<file path="src/hdl/sfbe_pkg.sv">
`timescale 1ns / 1ps
package sfbe_pkg;

  // store depth; a power of two, so index wrap and k mod POINTS are masks
  localparam int POINTS    = 256;

  // port field widths
  localparam int PERIODS_W = 7;
  localparam int IDX_W     = 8;
  localparam int SAMPLE_W  = 24;
  localparam int BIN_W     = 8;
  localparam int VALUE_W   = 48;

  // command field codes
  localparam logic CMD_LOAD = 1'b0;
  localparam logic CMD_BIN  = 1'b1;

  typedef struct packed {
    logic       store;        // write one sample into the stores
    logic       capture;      // latch k, k mod POINTS and the twiddle step
    logic       mac_clear;
    logic       mac_issue;
    logic       mag_take;     // magnitude and sign of the sum
    logic       scale_take;   // magnitude times periods/POINTS
    logic       result_fire;  // register the final value
  } cmd_t;

  typedef struct packed {
    logic issue_last;
    logic pipe_empty;
  } sts_t;

endpackage

</file>
<file path="src/hdl/sfbe_ctrl.sv">
`timescale 1ns / 1ps
module sfbe_ctrl
  import sfbe_pkg::*;
(
  input  logic clk_i,
  input  logic rst_ni,
  input  logic start_i,
  input  logic command_i,
  input  sts_t sts_i,
  output cmd_t cmd_o,
  output logic busy_o,
  output logic valid_o
);

  localparam logic [2:0] ST_IDLE     = 3'd0;
  localparam logic [2:0] ST_MAC      = 3'd1;
  localparam logic [2:0] ST_DRAIN    = 3'd2;
  localparam logic [2:0] ST_NORM     = 3'd3;
  localparam logic [2:0] ST_SCALE    = 3'd4;

  logic [2:0] state_q;
  logic [2:0] state_d;
  logic       valid_q;

  always_comb begin
    cmd_o   = '0;
    state_d = state_q;
    case (state_q)
      ST_IDLE: begin
        if (start_i && command_i == CMD_LOAD) begin
          cmd_o.store = 1'b1;
        end
        if (start_i && command_i == CMD_BIN) begin
          cmd_o.capture   = 1'b1;
          cmd_o.mac_clear = 1'b1;
          state_d         = ST_MAC;
        end
      end
      ST_MAC: begin
        cmd_o.mac_issue = 1'b1;
        if (sts_i.issue_last) begin
          state_d = ST_DRAIN;
        end
      end
      ST_DRAIN: begin
        if (sts_i.pipe_empty) begin
          cmd_o.mag_take = 1'b1;
          state_d        = ST_NORM;
        end
      end
      ST_NORM: begin
        cmd_o.scale_take = 1'b1;
        state_d          = ST_SCALE;
      end
      ST_SCALE: begin
        cmd_o.result_fire = 1'b1;
        state_d           = ST_IDLE;
      end
      default: begin
        state_d = ST_IDLE;
      end
    endcase
  end

  always_ff @(posedge clk_i or negedge rst_ni) begin
    if (!rst_ni) begin
      state_q <= ST_IDLE;
      valid_q <= 1'b0;
    end else begin
      state_q <= state_d;
      valid_q <= cmd_o.result_fire;
    end
  end

  assign busy_o  = (state_q != ST_IDLE);
  assign valid_o = valid_q;

  a_valid_src : assert property (@(posedge clk_i) disable iff (!rst_ni)
    valid_q |-> $past(state_q) == ST_SCALE)
    else $error("result strobe not preceded by the scaling pass");

  a_mac_len : assert property (@(posedge clk_i) disable iff (!rst_ni)
    (state_q == ST_MAC && !sts_i.issue_last) |=> state_q == ST_MAC)
    else $error("MAC pass left before the last sample");

  a_req_busy : assert property (@(posedge clk_i) disable iff (!rst_ni)
    (start_i && !busy_o && command_i == CMD_BIN) |=> busy_o)
    else $error("bin request accepted without going busy");

endmodule

</file>
<file path="config.mk">
export PLATFORM = sky130hd
export DESIGN_NAME = sfbe_ctrl
export DESIGN_NICKNAME = d
export VERILOG_FILES = /design/src/hdl/sfbe_pkg.sv /design/src/hdl/sfbe_ctrl.sv
export SDC_FILE = /design/constraint.sdc
export NUM_CORES = 1
export LEC_CHECK = 0
export BUFFER_PORTS_ARGS = -buffer_cell sky130_fd_sc_hd__buf_2
export CAP_MARGIN = 5
export CORE_AREA = 2 2 39 41
export DETAILED_ROUTE_END_ITERATION = 10
export DIE_AREA = 0 0 41 43
export PLACE_DENSITY = 0.44
export SLEW_MARGIN = 30
export SYNTH_ARGS = -nofsm -noshare
export SYNTH_HDL_FRONTEND = slang
export SYNTH_SLANG_ARGS = --single-unit
</file>
<file path="constraint.sdc">
create_clock -name clk_i -period 1.27 [get_ports clk_i]
set_clock_uncertainty 0.1 [all_clocks]
set_input_delay 0.127 -clock clk_i [delete_from_list [all_inputs] [get_ports clk_i]]
set_output_delay 0.127 -clock clk_i [all_outputs]
set_load 0.05 [all_outputs]
</file>
==> Word-level counts from Yosys, hierarchy flattened <==
Index checks and enable logic that the tools add are counted.
{ "word_totals": {"register_bits": 4, "latch_bits": 0, "mem_bits_rw": 0, "mem_bits_ro": 0, "input_bits": 6, "out_inout_bits": 9, "n_memories": 0} }
{ "classes": {"addsub": 0, "multipliers": 0, "n_div": 0, "order_cmp": 0, "eq_ne": 7, "shifts": 0, "n_mux": 12, "bitwise_logic": 1, "n_reduce_logical": 5} }
{ "op_table": {"columns": ["operator", "n"], "rows": [
  ["$mux W3", 4],
  ["$pmux W3 S4", 1],
  ["$eq A3 B2 Y1 const B", 2],
  ["$mux W1", 6],
  ["$ne A2 B2 Y1 const B", 3],
  ["$eq A3 B1 Y1 const B", 1],
  ["$eq A3 B3 Y1 const B", 1],
  ["$logic_not A3 Y1", 1],
  ["$reduce_and A3 Y1", 1],
  ["$reduce_bool A3 Y1", 1],
  ["$logic_and A1 B1 Y1", 2],
  ["$mux W2", 1],
  ["$not A1 Y1", 1]
]} }

==> Depth between registers and ports, before layout <==
Gate-level depths: netlist of run 1.
{ "logic_depth": {"word_depth": 4, "ltp_mapped": 3, "ltp_nobuf": 3} }

==> Worst setup path after synthesis of run 1 <==
Ideal clock, no wire load.
{ "synth_path": {"path_type": "register to output", "startpoint": "register state_q[0]", "endpoint": "output cmd_o[5] (netlist bit)", "arrival_time_ns": 2.085, "t_required_ns": 1.043, "setup_slack_ns": -1.042, "path_stages_with_launch": 4, "n_path_buf": 1, "cell_sequence": "dfrtp_1 -> nand3b_1 -> nor3_1 -> buf_4"} }
{ "synth_rtl": {"columns": ["item", "line_no", "text"], "rows": [
  ["start, declared", "sfbe_ctrl.sv:21", "logic [2:0] state_q;"],
  ["start signal, assigned", "sfbe_ctrl.sv:70", "state_q <= state_d;"],
  ["end, declared", "sfbe_ctrl.sv:10", "output cmd_t cmd_o,"]
]} }

==> flow_results.xml, run 1 <==
<?xml version="1.0" encoding="UTF-8"?>
<metrics>
  <group name="outcome">
    <metric name="result_of_the_run" unit="">finished with violations</metric>
    <metric name="failed_checks" unit="">negative setup slack</metric>
  </group>
  <group name="setup_path">
    <metric name="arrival" unit="ns">1.39</metric>
    <metric name="worst-path-max-fanout" unit="">4</metric>
    <metric name="reg2reg_from" unit="">state_q[0]$_DFFE_PN0P_</metric>
    <metric name="cp-start-kind" unit="">flop</metric>
    <metric name="regToRegSetupSlack" unit="ns">-0.02</metric>
    <metric name="path_cells" unit="">or3_4, nor3b_4, buf_6</metric>
    <metric name="crit_path_end_kind" unit="">output pin</metric>
    <metric name="critical-path-slowest-cell" unit="">sky130_fd_sc_hd__dfrtp_2</metric>
    <metric name="slowest_delay" unit="ns">0.43</metric>
    <metric name="critical_path_class" unit="">flop to output pin</metric>
    <metric name="worstSetupStartpoint" unit="">state_q[0]$_DFFE_PN0P_</metric>
    <metric name="critPathRequiredTime" unit="ns">1.04</metric>
  </group>
  <group name="pwr">
    <metric name="power_frac_clock" unit="">0.111</metric>
    <metric name="p_comb_frac" unit="">0.738</metric>
    <metric name="total_power_divided_by_cell_area" unit="mW/mm²">2710</metric>
    <metric name="power.switching_fraction" unit="">0.474</metric>
    <metric name="p_switching" unit="µW">685</metric>
    <metric name="vdd.ir_drop.worst" unit="V">0.000834</metric>
    <metric name="part_of_the_power_in_registers" unit="">0.151</metric>
    <metric name="power.leakage" unit="nW">0.249</metric>
    <metric name="power_report.internal_total" unit="µW">760</metric>
  </group>
  <group name="global_route">
    <metric name="grtUsageTotal" unit="">0.0989</metric>
    <metric name="antenna_violations_before_repair" unit="">0</metric>
    <metric name="grt_max_degree" unit="">9</metric>
    <metric name="wire_length_of_the_first_global_routing_pass" unit="µm">1070</metric>
    <metric name="overflow" unit="">0</metric>
    <metric name="vias_in_the_first_global_route" unit="">256</metric>
  </group>
  <group name="yosys">
    <metric name="postSynthCellCount" unit="">22</metric>
    <metric name="synth_sequential_area_ratio" unit="">0.417</metric>
    <metric name="syn_area_per_cell" unit="µm²">10.9</metric>
    <metric name="yosys_warnings" unit="">0</metric>
    <metric name="synthArstFlopShare" unit="">1.00</metric>
    <metric name="post-synth-top-area-fraction" unit="">0.417</metric>
    <metric name="ys_types" unit="">16</metric>
    <metric name="synth.cell_area" unit="µm²">240</metric>
    <metric name="dominantRegCellSynth" unit="">sky130_fd_sc_hd__dfrtp_1</metric>
    <metric name="synth.ff_latch_count" unit="">4</metric>
    <metric name="synth_top_cell_by_area" unit="">sky130_fd_sc_hd__dfrtp_1</metric>
    <metric name="post_synth_most_frequent_cells" unit="">4 x sky130_fd_sc_hd__dfrtp_1, 3 x sky130_fd_sc_hd__nor3b_1, 2 x sky130_fd_sc_hd__and3b_2</metric>
    <metric name="yosysMostFrequentCell" unit="">sky130_fd_sc_hd__dfrtp_1</metric>
    <metric name="synth_enable_flop_cells" unit="">0</metric>
    <metric name="synthTopCellsByArea" unit="">sky130_fd_sc_hd__dfrtp_1 42%, sky130_fd_sc_hd__nor3b_1 9.4%, sky130_fd_sc_hd__and3b_2 8.3%, sky130_fd_sc_hd__nor3b_2 5.2%, sky130_fd_sc_hd__buf_6 4.7%</metric>
    <metric name="synth_fp_nets" unit="">28</metric>
  </group>
  <group name="timing">
    <metric name="hold_ws" unit="ns">0.120</metric>
    <metric name="slew_headroom" unit="">0.836</metric>
    <metric name="maxClockFrequency" unit="GHz">0.620</metric>
    <metric name="worst_pin_slew" unit="ns">0.248</metric>
    <metric name="final.setup.tns" unit="ns">-1.73</metric>
    <metric name="hold_violations" unit="">0</metric>
    <metric name="final_period_minus_worst_setup_slack" unit="ns">1.61</metric>
    <metric name="timing.final.setup_violations" unit="">9</metric>
    <metric name="min_period_over_period" unit="">1.27</metric>
    <metric name="post-route-worst-setup-slack" unit="ns">-0.343</metric>
    <metric name="grt_setup_unrepaired" unit="">yes</metric>
    <metric name="finalMaxSlewViolations" unit="">0</metric>
  </group>
  <group name="detailed_routing">
    <metric name="routed_wl" unit="µm">735</metric>
    <metric name="drcViolationCount" unit="">0</metric>
    <metric name="drt_first_pass_iters" unit="">4</metric>
    <metric name="avgViaCountPerCell" unit="">4.05</metric>
    <metric name="ant_nets" unit="">0</metric>
    <metric name="vias" unit="">251</metric>
    <metric name="detail_route.wl_per_cell" unit="µm">11.9</metric>
    <metric name="drt_iter0_markers" unit="">5</metric>
  </group>
  <group name="cells_and_area">
    <metric name="finalNonFillerCells" unit="">62</metric>
    <metric name="synthToLayoutAreaGrowth" unit="%">122</metric>
    <metric name="antenna-diode-count" unit="">0</metric>
    <metric name="nets" unit="">54</metric>
    <metric name="post_route_cells_drive_above_1_share" unit="">0.804</metric>
  </group>
  <group name="clocking">
    <metric name="maximum_buffer_depth_of_the_clock_tree" unit="">2</metric>
    <metric name="clock_tree.root_cell" unit="">sky130_fd_sc_hd__clkbuf_4</metric>
    <metric name="clk_latency" unit="ns">0.24</metric>
    <metric name="clock_sink_count" unit="">4</metric>
    <metric name="tritoncts" unit="">built</metric>
    <metric name="clk_pin_slew" unit="ns">0.04</metric>
    <metric name="numCtsBuffers" unit="">3</metric>
    <metric name="number_of_h_tree_levels" unit="">1</metric>
  </group>
  <group name="floorplanning">
    <metric name="dieWidth" unit="µm">41</metric>
    <metric name="floorplan.die_area" unit="mm²">0.00176</metric>
    <metric name="floorplan.core_area" unit="mm²">0.00138</metric>
    <metric name="count_of_boundary_i_o_pins" unit="">15</metric>
    <metric name="chipHeight" unit="µm">43</metric>
    <metric name="initial_utilization" unit="">0.174</metric>
    <metric name="num_rows" unit="">14</metric>
  </group>
  <group name="placement">
    <metric name="numPlacedInstances" unit="">56</metric>
    <metric name="place.port_buffers" unit="">14</metric>
    <metric name="globalplace.congestion" unit="">0.713</metric>
    <metric name="place_worst_setup_slack" unit="ns">-0.161</metric>
    <metric name="post_detail_place_hpwl" unit="µm">460</metric>
  </group>
  <group name="job">
    <metric name="maxCapViolCount" unit="">0</metric>
  </group>
  <group name="worst_hold_path">
    <metric name="path_class_of_the_lowest_slack_min_delay_path" unit="">input pin to asynchronous set/reset pin</metric>
  </group>
</metrics>
-- per-layer routing --
metal / vias up / share of wire / GRT usage
met1: 122 / 0.40 / 0.111
met2: 3 / 0.59 / 0.134
met4: 0 / 0 / 0.100
met3: 0 / 0.011 / 0.0314
li1: 126 / - / -
met5: - / 0 / 0
-- layout by cell type (no fill, tap or decap) --
cell                            count
sky130_fd_sc_hd__inv_1              1
sky130_fd_sc_hd__clkbuf_4           3
sky130_fd_sc_hd__nor2_1             1
sky130_fd_sc_hd__buf_4              3
sky130_fd_sc_hd__mux2_2             1
sky130_fd_sc_hd__a221oi_2           1
sky130_fd_sc_hd__a21oi_1            1
sky130_fd_sc_hd__nand2b_4           1
sky130_fd_sc_hd__nand2_1            1
sky130_fd_sc_hd__buf_6             12
sky130_fd_sc_hd__and3b_2            2
sky130_fd_sc_hd__dlygate4sd3_1      1
sky130_fd_sc_hd__nor3b_4            4
sky130_fd_sc_hd__buf_2              7
sky130_fd_sc_hd__dfrtp_1            3
sky130_fd_sc_hd__nand3b_1           1
sky130_fd_sc_hd__or3_4              1
sky130_fd_sc_hd__nor3_4             1
sky130_fd_sc_hd__dfrtp_2            1
-- kinds of logic after synthesis --
kind of cell,synth area share
mux,0.0469
flops,0.417
buf+inv,0.0937
compound gates,0.0573
simple gates,0.385
-- final cells by class --
cell class,count,area (µm²)
Timing Repair Buffer,23,203
Inverter,1,3.75
Clock buffer,3,22.5
Tap cell,16,20.0
Multi-Input combinational cell,15,183
Sequential cell,4,101
Fill cell,146,851
-- registers in the layout (all words and copies together), names as in the netlist --
| name | flops |
|---|---|
| valid_o | 1 |
| state_q | 3 |
-- metrics by stage --
step | util | cell area (µm²) | total power, mW
6_report | 0.385 | 533 | 1.45
5_1_grt | 0.385 | 533 | 1.52
4_1_cts | 0.359 | 497 | 1.33
3_5_place_dp | 0.281 | 389 | 1.00
3_3_place_gp | 0.281 | 389 | 0.991
2_1_floorplan | - | 273 | 0.811
-- worst paths after layout --
kind,end,cells after the start
worst min-delay path,state_q[0]$_DFFE_PN0P_,2
worst max-delay path,cmd_o[6],3
worst min register to register,valid_o$_DFF_PN0_,2
max in group asynchronous,state_q[0]$_DFFE_PN0P_,2
min in group clk_i,state_q[1]$_DFFE_PN0P_,4
worst max register to register,state_q[0]$_DFFE_PN0P_,4
-- power groups by stage --
| stage | clock network, mW | registers [mW] | logic, mW |
|---|---|---|---|
| 2_1_floorplan | 0 | 0.251 | 0.560 |
| 3_3_place_gp | 0 | 0.203 | 0.789 |
| 3_5_place_dp | 0 | 0.208 | 0.797 |
| 4_1_cts | 0.159 | 0.209 | 0.964 |
| 5_1_grt | 0.167 | 0.224 | 1.12 |
| 6_report | 0.160 | 0.218 | 1.07 |
-- repair_timing --
action                                  CTS  global route
gates resized for setup                  18             7
hold endpoints to repair                  4             0
pin swaps                                 5             3
endpoints found under the setup margin    9             9
setup buffers                             2             3
hold buffers                              1             0
-- worst max-delay path: cells and delay by family, from the launching register on --
| family | cells | cell delay [ns] |
|---|---|---|
| buffers and inverters | 1 | 0.18 |
| and+or+nand+nor | 2 | 0.53 |
| DFF | 1 | 0.43 |
(Power assumes the default switching activity.)
==> inputs of run 2 (changes only) <==
ABC_AREA = 1   (was unset)
PLACE_DENSITY = 0.46   (was 0.44)
==> run 2 against run 1 <==
Effect of this change:
- the run still ends with negative setup slack left
- first-iteration DRC count decreased by 100%
- sequential power about the same
- synthesized cell count increased by 55%
- sequential cell count unchanged
- worst hold slack about the same
- via count increased by 13%
- synthesized area increased by 8.9%
- utilization decreased by 0.63 points
- non-clock buffer count decreased by 3
- largest power group unchanged
- clock-buffer cell count unchanged
- routed wire length decreased by 15%
==> flow_results.xml, run 2 <==
<?xml version="1.0" encoding="UTF-8"?>
<metrics>
  <group name="yosys">
    <metric name="synthTopCellsByArea" unit="">sky130_fd_sc_hd__dfrtp_1 38%, sky130_fd_sc_hd__inv_1 10%, sky130_fd_sc_hd__nand2_1 7.2%, sky130_fd_sc_hd__nand3_1 5.7%, sky130_fd_sc_hd__nor3_1 5.7%</metric>
    <metric name="postSynthCellCount" unit="">34</metric>
    <metric name="synth.ff_latch_count" unit="">4</metric>
    <metric name="synth_sequential_area_ratio" unit="">0.383</metric>
    <metric name="yosys_warnings" unit="">0</metric>
    <metric name="dominantRegCellSynth" unit="">sky130_fd_sc_hd__dfrtp_1</metric>
    <metric name="synthArstFlopShare" unit="">1.00</metric>
    <metric name="post-synth-top-area-fraction" unit="">0.383</metric>
    <metric name="synth_fp_nets" unit="">40</metric>
    <metric name="post_synth_most_frequent_cells" unit="">7 x sky130_fd_sc_hd__inv_1, 5 x sky130_fd_sc_hd__nand2_1, 4 x sky130_fd_sc_hd__dfrtp_1, 4 x sky130_fd_sc_hd__nor2_1</metric>
    <metric name="synth_top_cell_by_area" unit="">sky130_fd_sc_hd__dfrtp_1</metric>
    <metric name="synth.cell_area" unit="µm²">262</metric>
    <metric name="synth_enable_flop_cells" unit="">0</metric>
    <metric name="ys_types" unit="">14</metric>
    <metric name="yosysMostFrequentCell" unit="">sky130_fd_sc_hd__inv_1</metric>
    <metric name="syn_area_per_cell" unit="µm²">7.69</metric>
  </group>
  <group name="clocking">
    <metric name="numCtsBuffers" unit="">3</metric>
    <metric name="clock_tree.root_cell" unit="">sky130_fd_sc_hd__clkbuf_4</metric>
    <metric name="maximum_buffer_depth_of_the_clock_tree" unit="">2</metric>
    <metric name="number_of_h_tree_levels" unit="">1</metric>
    <metric name="clock_sink_count" unit="">4</metric>
    <metric name="clk_pin_slew" unit="ns">0.04</metric>
    <metric name="clk_latency" unit="ns">0.24</metric>
    <metric name="tritoncts" unit="">built</metric>
  </group>
  <group name="detailed_routing">
    <metric name="detail_route.wl_per_cell" unit="µm">8.69</metric>
    <metric name="routed_wl" unit="µm">626</metric>
    <metric name="drt_iter0_markers" unit="">0</metric>
    <metric name="ant_nets" unit="">0</metric>
    <metric name="avgViaCountPerCell" unit="">3.94</metric>
    <metric name="drcViolationCount" unit="">0</metric>
    <metric name="vias" unit="">284</metric>
    <metric name="drt_first_pass_iters" unit="">1</metric>
  </group>
  <group name="timing">
    <metric name="finalMaxSlewViolations" unit="">0</metric>
    <metric name="final.setup.tns" unit="ns">-1.33</metric>
    <metric name="maxClockFrequency" unit="GHz">0.664</metric>
    <metric name="final_period_minus_worst_setup_slack" unit="ns">1.51</metric>
    <metric name="hold_violations" unit="">0</metric>
    <metric name="post-route-worst-setup-slack" unit="ns">-0.237</metric>
    <metric name="grt_setup_unrepaired" unit="">yes</metric>
    <metric name="hold_ws" unit="ns">0.120</metric>
    <metric name="min_period_over_period" unit="">1.19</metric>
    <metric name="timing.final.setup_violations" unit="">8</metric>
    <metric name="worst_pin_slew" unit="ns">0.247</metric>
    <metric name="slew_headroom" unit="">0.836</metric>
  </group>
  <group name="floorplanning">
    <metric name="floorplan.die_area" unit="mm²">0.00176</metric>
    <metric name="initial_utilization" unit="">0.189</metric>
    <metric name="dieWidth" unit="µm">41</metric>
    <metric name="floorplan.core_area" unit="mm²">0.00138</metric>
    <metric name="count_of_boundary_i_o_pins" unit="">15</metric>
    <metric name="num_rows" unit="">14</metric>
    <metric name="chipHeight" unit="µm">43</metric>
  </group>
  <group name="pwr">
    <metric name="power.switching_fraction" unit="">0.536</metric>
    <metric name="total_power_divided_by_cell_area" unit="mW/mm²">2870</metric>
    <metric name="p_switching" unit="µW">808</metric>
    <metric name="p_comb_frac" unit="">0.746</metric>
    <metric name="power.leakage" unit="nW">0.268</metric>
    <metric name="power_frac_clock" unit="">0.108</metric>
    <metric name="part_of_the_power_in_registers" unit="">0.146</metric>
    <metric name="power_report.internal_total" unit="µW">699</metric>
    <metric name="vdd.ir_drop.worst" unit="V">0.000725</metric>
  </group>
  <group name="cells_and_area">
    <metric name="final_common_cell" unit="">sky130_fd_sc_hd__buf_2</metric>
    <metric name="most-common-layout-cells" unit="">7 x sky130_fd_sc_hd__buf_2, 6 x sky130_fd_sc_hd__buf_4, 5 x sky130_fd_sc_hd__inv_1, 5 x sky130_fd_sc_hd__nand2_1</metric>
    <metric name="post_route_cells_drive_above_1_share" unit="">0.643</metric>
    <metric name="nets" unit="">64</metric>
    <metric name="fill_cells" unit="">149</metric>
    <metric name="antenna-diode-count" unit="">0</metric>
    <metric name="fin_util" unit="">0.379</metric>
    <metric name="top_reg_by_flops" unit="">state_q</metric>
    <metric name="largest_register_ffs" unit="">3</metric>
    <metric name="synthToLayoutAreaGrowth" unit="%">100</metric>
  </group>
  <group name="outcome">
    <metric name="result_of_the_run" unit="">finished with violations</metric>
    <metric name="failed_checks" unit="">negative setup slack</metric>
  </group>
  <group name="setup_path">
    <metric name="cp-start-kind" unit="">flop</metric>
    <metric name="slowest_delay" unit="ns">0.39</metric>
    <metric name="worst-path-max-fanout" unit="">4</metric>
    <metric name="path_cells" unit="">nor2_4, nand2_8, nor3b_4, buf_6</metric>
    <metric name="critical_path_class" unit="">flop to output pin</metric>
    <metric name="critical-path-slowest-cell" unit="">sky130_fd_sc_hd__dfrtp_1</metric>
    <metric name="arrival" unit="ns">1.28</metric>
    <metric name="crit_path_end_kind" unit="">output pin</metric>
    <metric name="critPathRequiredTime" unit="ns">1.04</metric>
  </group>
  <group name="worst_hold_path">
    <metric name="path_class_of_the_lowest_slack_min_delay_path" unit="">input pin to asynchronous set/reset pin</metric>
  </group>
  <group name="placement">
    <metric name="place_worst_setup_slack" unit="ns">-0.0763</metric>
    <metric name="post_detail_place_hpwl" unit="µm">500</metric>
    <metric name="place.port_buffers" unit="">14</metric>
    <metric name="globalplace.congestion" unit="">0.771</metric>
  </group>
  <group name="global_route">
    <metric name="grt_max_degree" unit="">5</metric>
    <metric name="vias_in_the_first_global_route" unit="">284</metric>
    <metric name="overflow" unit="">0</metric>
    <metric name="grtUsageTotal" unit="">0.0944</metric>
    <metric name="wire_length_of_the_first_global_routing_pass" unit="µm">1060</metric>
    <metric name="antenna_violations_before_repair" unit="">0</metric>
  </group>
  <group name="job">
    <metric name="maxCapViolCount" unit="">0</metric>
  </group>
</metrics>
## run 2: changes by cell type after synthesis, moves of 2 or more
cell	previous run	this run
sky130_fd_sc_hd__nor3_1	1	3
sky130_fd_sc_hd__nor3b_1	3	0
sky130_fd_sc_hd__and3b_2	2	0
sky130_fd_sc_hd__nand2_1	1	5
sky130_fd_sc_hd__nand3_1	0	3
sky130_fd_sc_hd__inv_1	1	7
sky130_fd_sc_hd__nor2_1	1	4
## run 2: final timing paths
| check | from | end | slack (ns) | cells past startpoint |
|---|---|---|---|---|
| max | state_q[0]$_DFFE_PN0P_ | cmd_o[6] | -0.24 | 4 |
| min | rst_ni | state_q[2]$_DFFE_PN0P_ | 0.12 | 2 |
| max reg2reg | state_q[1]$_DFFE_PN0P_ | state_q[0]$_DFFE_PN0P_ | 0.09 | 5 |
| min reg2reg | state_q[1]$_DFFE_PN0P_ | valid_o$_DFF_PN0_ | 0.40 | 1 |
| max in group asynchronous | rst_ni | state_q[0]$_DFFE_PN0P_ | 0.82 | 2 |
| min in group clk_i | sts_i[0] | state_q[1]$_DFFE_PN0P_ | 0.12 | 4 |
## run 2: power groups by stage
stage	Combinational, mW	Sequential, mW	Clock, mW
floorplan	0.705	0.257	0
global placement	0.951	0.217	0
detailed placement	0.956	0.218	0
CTS	1.12	0.221	0.169
global route	1.21	0.227	0.179
finish	1.12	0.220	0.162
## run 2: area by class of cell
class,instances,area [µm²],share of cell area
multi-input combinational,21,186,0.356
timing repair buffer,20,165,0.315
sequential,4,100,0.191
inverter,8,30.0,0.0573
clock buffer,3,22.5,0.0430
tap,16,20.0,0.0382
## run 2: through the flow
stage	power, mW	std cells	cell area, µm²
after floorplan	0.962	34	310
after global placement	1.17	67	419
after detailed placement	1.17	67	419
after CTS	1.51	72	515
after global routing	1.62	72	524
final	1.51	72	524
## run 2: logic make-up (layout without fill, tap and decap cells)
group,count (synthesis),count (layout),share of synthesized area
DFF,4,4,0.383
and+or+nand+nor,19,19,0.397
AOI/OAI and AO/OA,2,2,0.0766
buffers and inverters,9,31,0.144
## run 2: critical path, delay by kind of cell (launching register included)
family                 cells  cell delay, ns
flip-flops                 1            0.39
AND/OR/NAND/NOR            3            0.47
buffers and inverters      1            0.18
## run 2: what timing repair did
item	in CTS	in global routing
setup buffers	1	0
endpoints found under the setup margin	8	10
gates resized for setup	18	2
hold buffers	1	0
pin swaps	2	3
hold endpoints to repair	4	0
## run 2: per-layer routing
metal  up-vias  wire length (µm)  track usage
li1        149                 -            -
met1       125               252        0.106
met2        10               336        0.125
met3         0                37       0.0628
met4         0                 0       0.0600
met5         -                 0            0
==> inputs of run 3 (changes only) <==
REMOVE_ABC_BUFFERS = 1   (was unset)
==> run 3 against run 2 <==
Effect of this change:
- total power is essentially flat
- the run still ends with negative setup slack left
- utilization shrank 1.1 points
- critical path depth is the same
- die area is the same
- routed wire length grew 7.0%
==> flow_results.xml, run 3 (synthesis results as in run 2) <==
<?xml version="1.0" encoding="UTF-8"?>
<metrics>
  <group name="setup_path">
    <metric name="path_cells" unit="">nor2_4, nand2_2, nor3b_2, buf_6</metric>
    <metric name="critical-path-slowest-cell" unit="">sky130_fd_sc_hd__dfrtp_2</metric>
    <metric name="slowest_delay" unit="ns">0.43</metric>
    <metric name="crit_path_end_kind" unit="">output pin</metric>
    <metric name="crit_family" unit="">flip-flops</metric>
    <metric name="critical_path_buf_inv_count" unit="">1</metric>
    <metric name="critPathRequiredTime" unit="ns">1.04</metric>
    <metric name="arrival" unit="ns">1.26</metric>
    <metric name="cp-start-kind" unit="">flop</metric>
    <metric name="worst-path-max-fanout" unit="">4</metric>
    <metric name="critical_path_class" unit="">flop to output pin</metric>
  </group>
  <group name="floorplanning">
    <metric name="floorplan.core_area" unit="mm²">0.00138</metric>
    <metric name="chipHeight" unit="µm">43</metric>
    <metric name="floorplan.die_area" unit="mm²">0.00176</metric>
    <metric name="dieWidth" unit="µm">41</metric>
    <metric name="initial_utilization" unit="">0.189</metric>
    <metric name="count_of_boundary_i_o_pins" unit="">15</metric>
    <metric name="num_rows" unit="">14</metric>
  </group>
  <group name="timing">
    <metric name="slew_headroom" unit="">0.843</metric>
    <metric name="min_period_over_period" unit="">1.17</metric>
    <metric name="maxClockFrequency" unit="GHz">0.675</metric>
    <metric name="final_period_minus_worst_setup_slack" unit="ns">1.48</metric>
    <metric name="grt_setup_unrepaired" unit="">yes</metric>
    <metric name="hold_violations" unit="">0</metric>
    <metric name="post-route-worst-setup-slack" unit="ns">-0.212</metric>
    <metric name="worst_pin_slew" unit="ns">0.233</metric>
    <metric name="finalMaxSlewViolations" unit="">0</metric>
    <metric name="timing.final.setup_violations" unit="">8</metric>
  </group>
  <group name="global_route">
    <metric name="antenna_violations_before_repair" unit="">0</metric>
    <metric name="grtUsageTotal" unit="">0.0997</metric>
    <metric name="wire_length_of_the_first_global_routing_pass" unit="µm">1050</metric>
    <metric name="overflow" unit="">0</metric>
    <metric name="vias_in_the_first_global_route" unit="">262</metric>
    <metric name="grt_max_degree" unit="">7</metric>
  </group>
  <group name="cells_and_area">
    <metric name="post_route_cells_drive_above_1_share" unit="">0.672</metric>
    <metric name="most-common-layout-cells" unit="">7 x sky130_fd_sc_hd__buf_2, 7 x sky130_fd_sc_hd__buf_4, 6 x sky130_fd_sc_hd__inv_1, 6 x sky130_fd_sc_hd__buf_6, 4 x sky130_fd_sc_hd__nand2_1</metric>
    <metric name="multi_input_area" unit="µm²">150</metric>
    <metric name="fin_util" unit="">0.368</metric>
    <metric name="nets" unit="">66</metric>
    <metric name="synthToLayoutAreaGrowth" unit="%">94.7</metric>
    <metric name="final-seq-area" unit="µm²">104</metric>
    <metric name="top_reg_by_flops" unit="">state_q</metric>
    <metric name="largest_register_ffs" unit="">3</metric>
    <metric name="antenna-diode-count" unit="">0</metric>
    <metric name="fill_cells" unit="">156</metric>
    <metric name="final_cell_area" unit="µm²">509</metric>
    <metric name="finalNonFillerCells" unit="">74</metric>
  </group>
  <group name="clocking">
    <metric name="tritoncts" unit="">built</metric>
    <metric name="numCtsBuffers" unit="">3</metric>
    <metric name="clock_sink_count" unit="">4</metric>
    <metric name="clk_pin_slew" unit="ns">0.04</metric>
    <metric name="number_of_h_tree_levels" unit="">1</metric>
    <metric name="maximum_buffer_depth_of_the_clock_tree" unit="">2</metric>
    <metric name="clk_latency" unit="ns">0.23</metric>
    <metric name="clock_tree.root_cell" unit="">sky130_fd_sc_hd__clkbuf_4</metric>
  </group>
  <group name="placement">
    <metric name="numPlacedInstances" unit="">64</metric>
    <metric name="globalplace.congestion" unit="">0.667</metric>
    <metric name="placed_area" unit="µm²">352</metric>
    <metric name="place.port_buffers" unit="">14</metric>
    <metric name="post_detail_place_hpwl" unit="µm">493</metric>
  </group>
  <group name="detailed_routing">
    <metric name="maxUsedRoutingLayer" unit="">met3</metric>
    <metric name="avgViaCountPerCell" unit="">3.95</metric>
    <metric name="drcViolationCount" unit="">0</metric>
    <metric name="met2RoutedLength" unit="µm">353</metric>
    <metric name="routed_wl" unit="µm">670</metric>
    <metric name="drt_iter0_markers" unit="">2</metric>
    <metric name="detail_route.wirelength.met1" unit="µm">281</metric>
    <metric name="ant_nets" unit="">0</metric>
    <metric name="met3RoutedLength" unit="µm">35</metric>
    <metric name="vias" unit="">292</metric>
    <metric name="detail_route.wl_per_cell" unit="µm">9.05</metric>
    <metric name="drt_first_pass_iters" unit="">2</metric>
  </group>
  <group name="outcome">
    <metric name="failed_checks" unit="">negative setup slack</metric>
    <metric name="result_of_the_run" unit="">finished with violations</metric>
  </group>
  <group name="pwr">
    <metric name="p_comb_frac" unit="">0.732</metric>
    <metric name="part_of_the_power_in_registers" unit="">0.166</metric>
    <metric name="total_power_divided_by_cell_area" unit="mW/mm²">2960</metric>
    <metric name="p_switching" unit="µW">770</metric>
    <metric name="power.leakage" unit="nW">0.266</metric>
    <metric name="power.switching_fraction" unit="">0.512</metric>
    <metric name="power_frac_clock" unit="">0.103</metric>
    <metric name="power_report.internal_total" unit="µW">735</metric>
    <metric name="vdd.ir_drop.worst" unit="V">0.000778</metric>
    <metric name="report.power.total" unit="mW">1.51</metric>
  </group>
  <group name="job">
    <metric name="maxCapViolCount" unit="">0</metric>
  </group>
  <group name="worst_hold_path">
    <metric name="path_class_of_the_lowest_slack_min_delay_path" unit="">input pin to flop</metric>
  </group>
</metrics>
==> run 3: metrics by stage <==
step / hold slack (ns) / TNS [ns] / setup WS [ns]
after floorplan: -0.269 / -4.56 / -1.07
after global placement: -0.163 / -0.0462 / -0.0323
after CTS: 0.116 / -1.27 / -0.219
final: 0.121 / -1.02 / -0.212
after global routing: 0.119 / -1.61 / -0.276
after detailed placement: -0.160 / -0.0829 / -0.0561
==> run 3: worst min-delay path: stages <==
cell	delay, ns
sky130_fd_sc_hd__buf_2	0.10
sky130_fd_sc_hd__nor2_1	0.08
sky130_fd_sc_hd__o21bai_2	0.11
==> run 3: layout make-up <==
class | count | area share
inverters | 8 | 0.0639
well taps | 16 | 0.0393
flip-flops and latches | 4 | 0.204
multi-input cells | 21 | 0.295
repair buffers | 22 | 0.354
clock buffers | 3 | 0.0442
==> run 3: per-layer routing <==
layer  vias up  global-route usage
met3         0              0.0785
met2         7               0.134
met4         0              0.0600
met5         -                   0
met1       133               0.104
li1        152                   -
==> run 3: repair_timing <==
item / in CTS / in global routing
pin swaps: 1 / 0
endpoints found under the hold margin: 4 / 0
resized for setup: 11 / 16
hold buffers: 1 / 0
endpoints found under the setup margin: 8 / 8
setup buffers: 5 / 2
==> run 3: worst paths after layout <==
path / slack (ns) / from / cells after the start / to
hold / removal: 0.12 / sts_i[1] / 3 / state_q[0]$_DFFE_PN0P_
hold reg to reg: 0.42 / state_q[1]$_DFFE_PN0P_ / 1 / valid_o$_DFF_PN0_
max in group asynchronous: 0.81 / rst_ni / 2 / state_q[0]$_DFFE_PN0P_
min in group asynchronous: 0.13 / rst_ni / 2 / state_q[1]$_DFFE_PN0P_
setup / recovery: -0.21 / state_q[0]$_DFFE_PN0P_ / 4 / cmd_o[6]
setup reg to reg: 0.10 / state_q[0]$_DFFE_PN0P_ / 5 / state_q[0]$_DFFE_PN0P_
==> run 3: power groups by stage <==
stage,Sequential [mW],Combinational [mW],Clock [mW]
2_1_floorplan,0.251,0.580,0
4_1_cts,0.229,0.966,0.165
6_report,0.250,1.10,0.154
3_5_place_dp,0.236,0.770,0
3_3_place_gp,0.235,0.767,0
5_1_grt,0.258,1.17,0.186
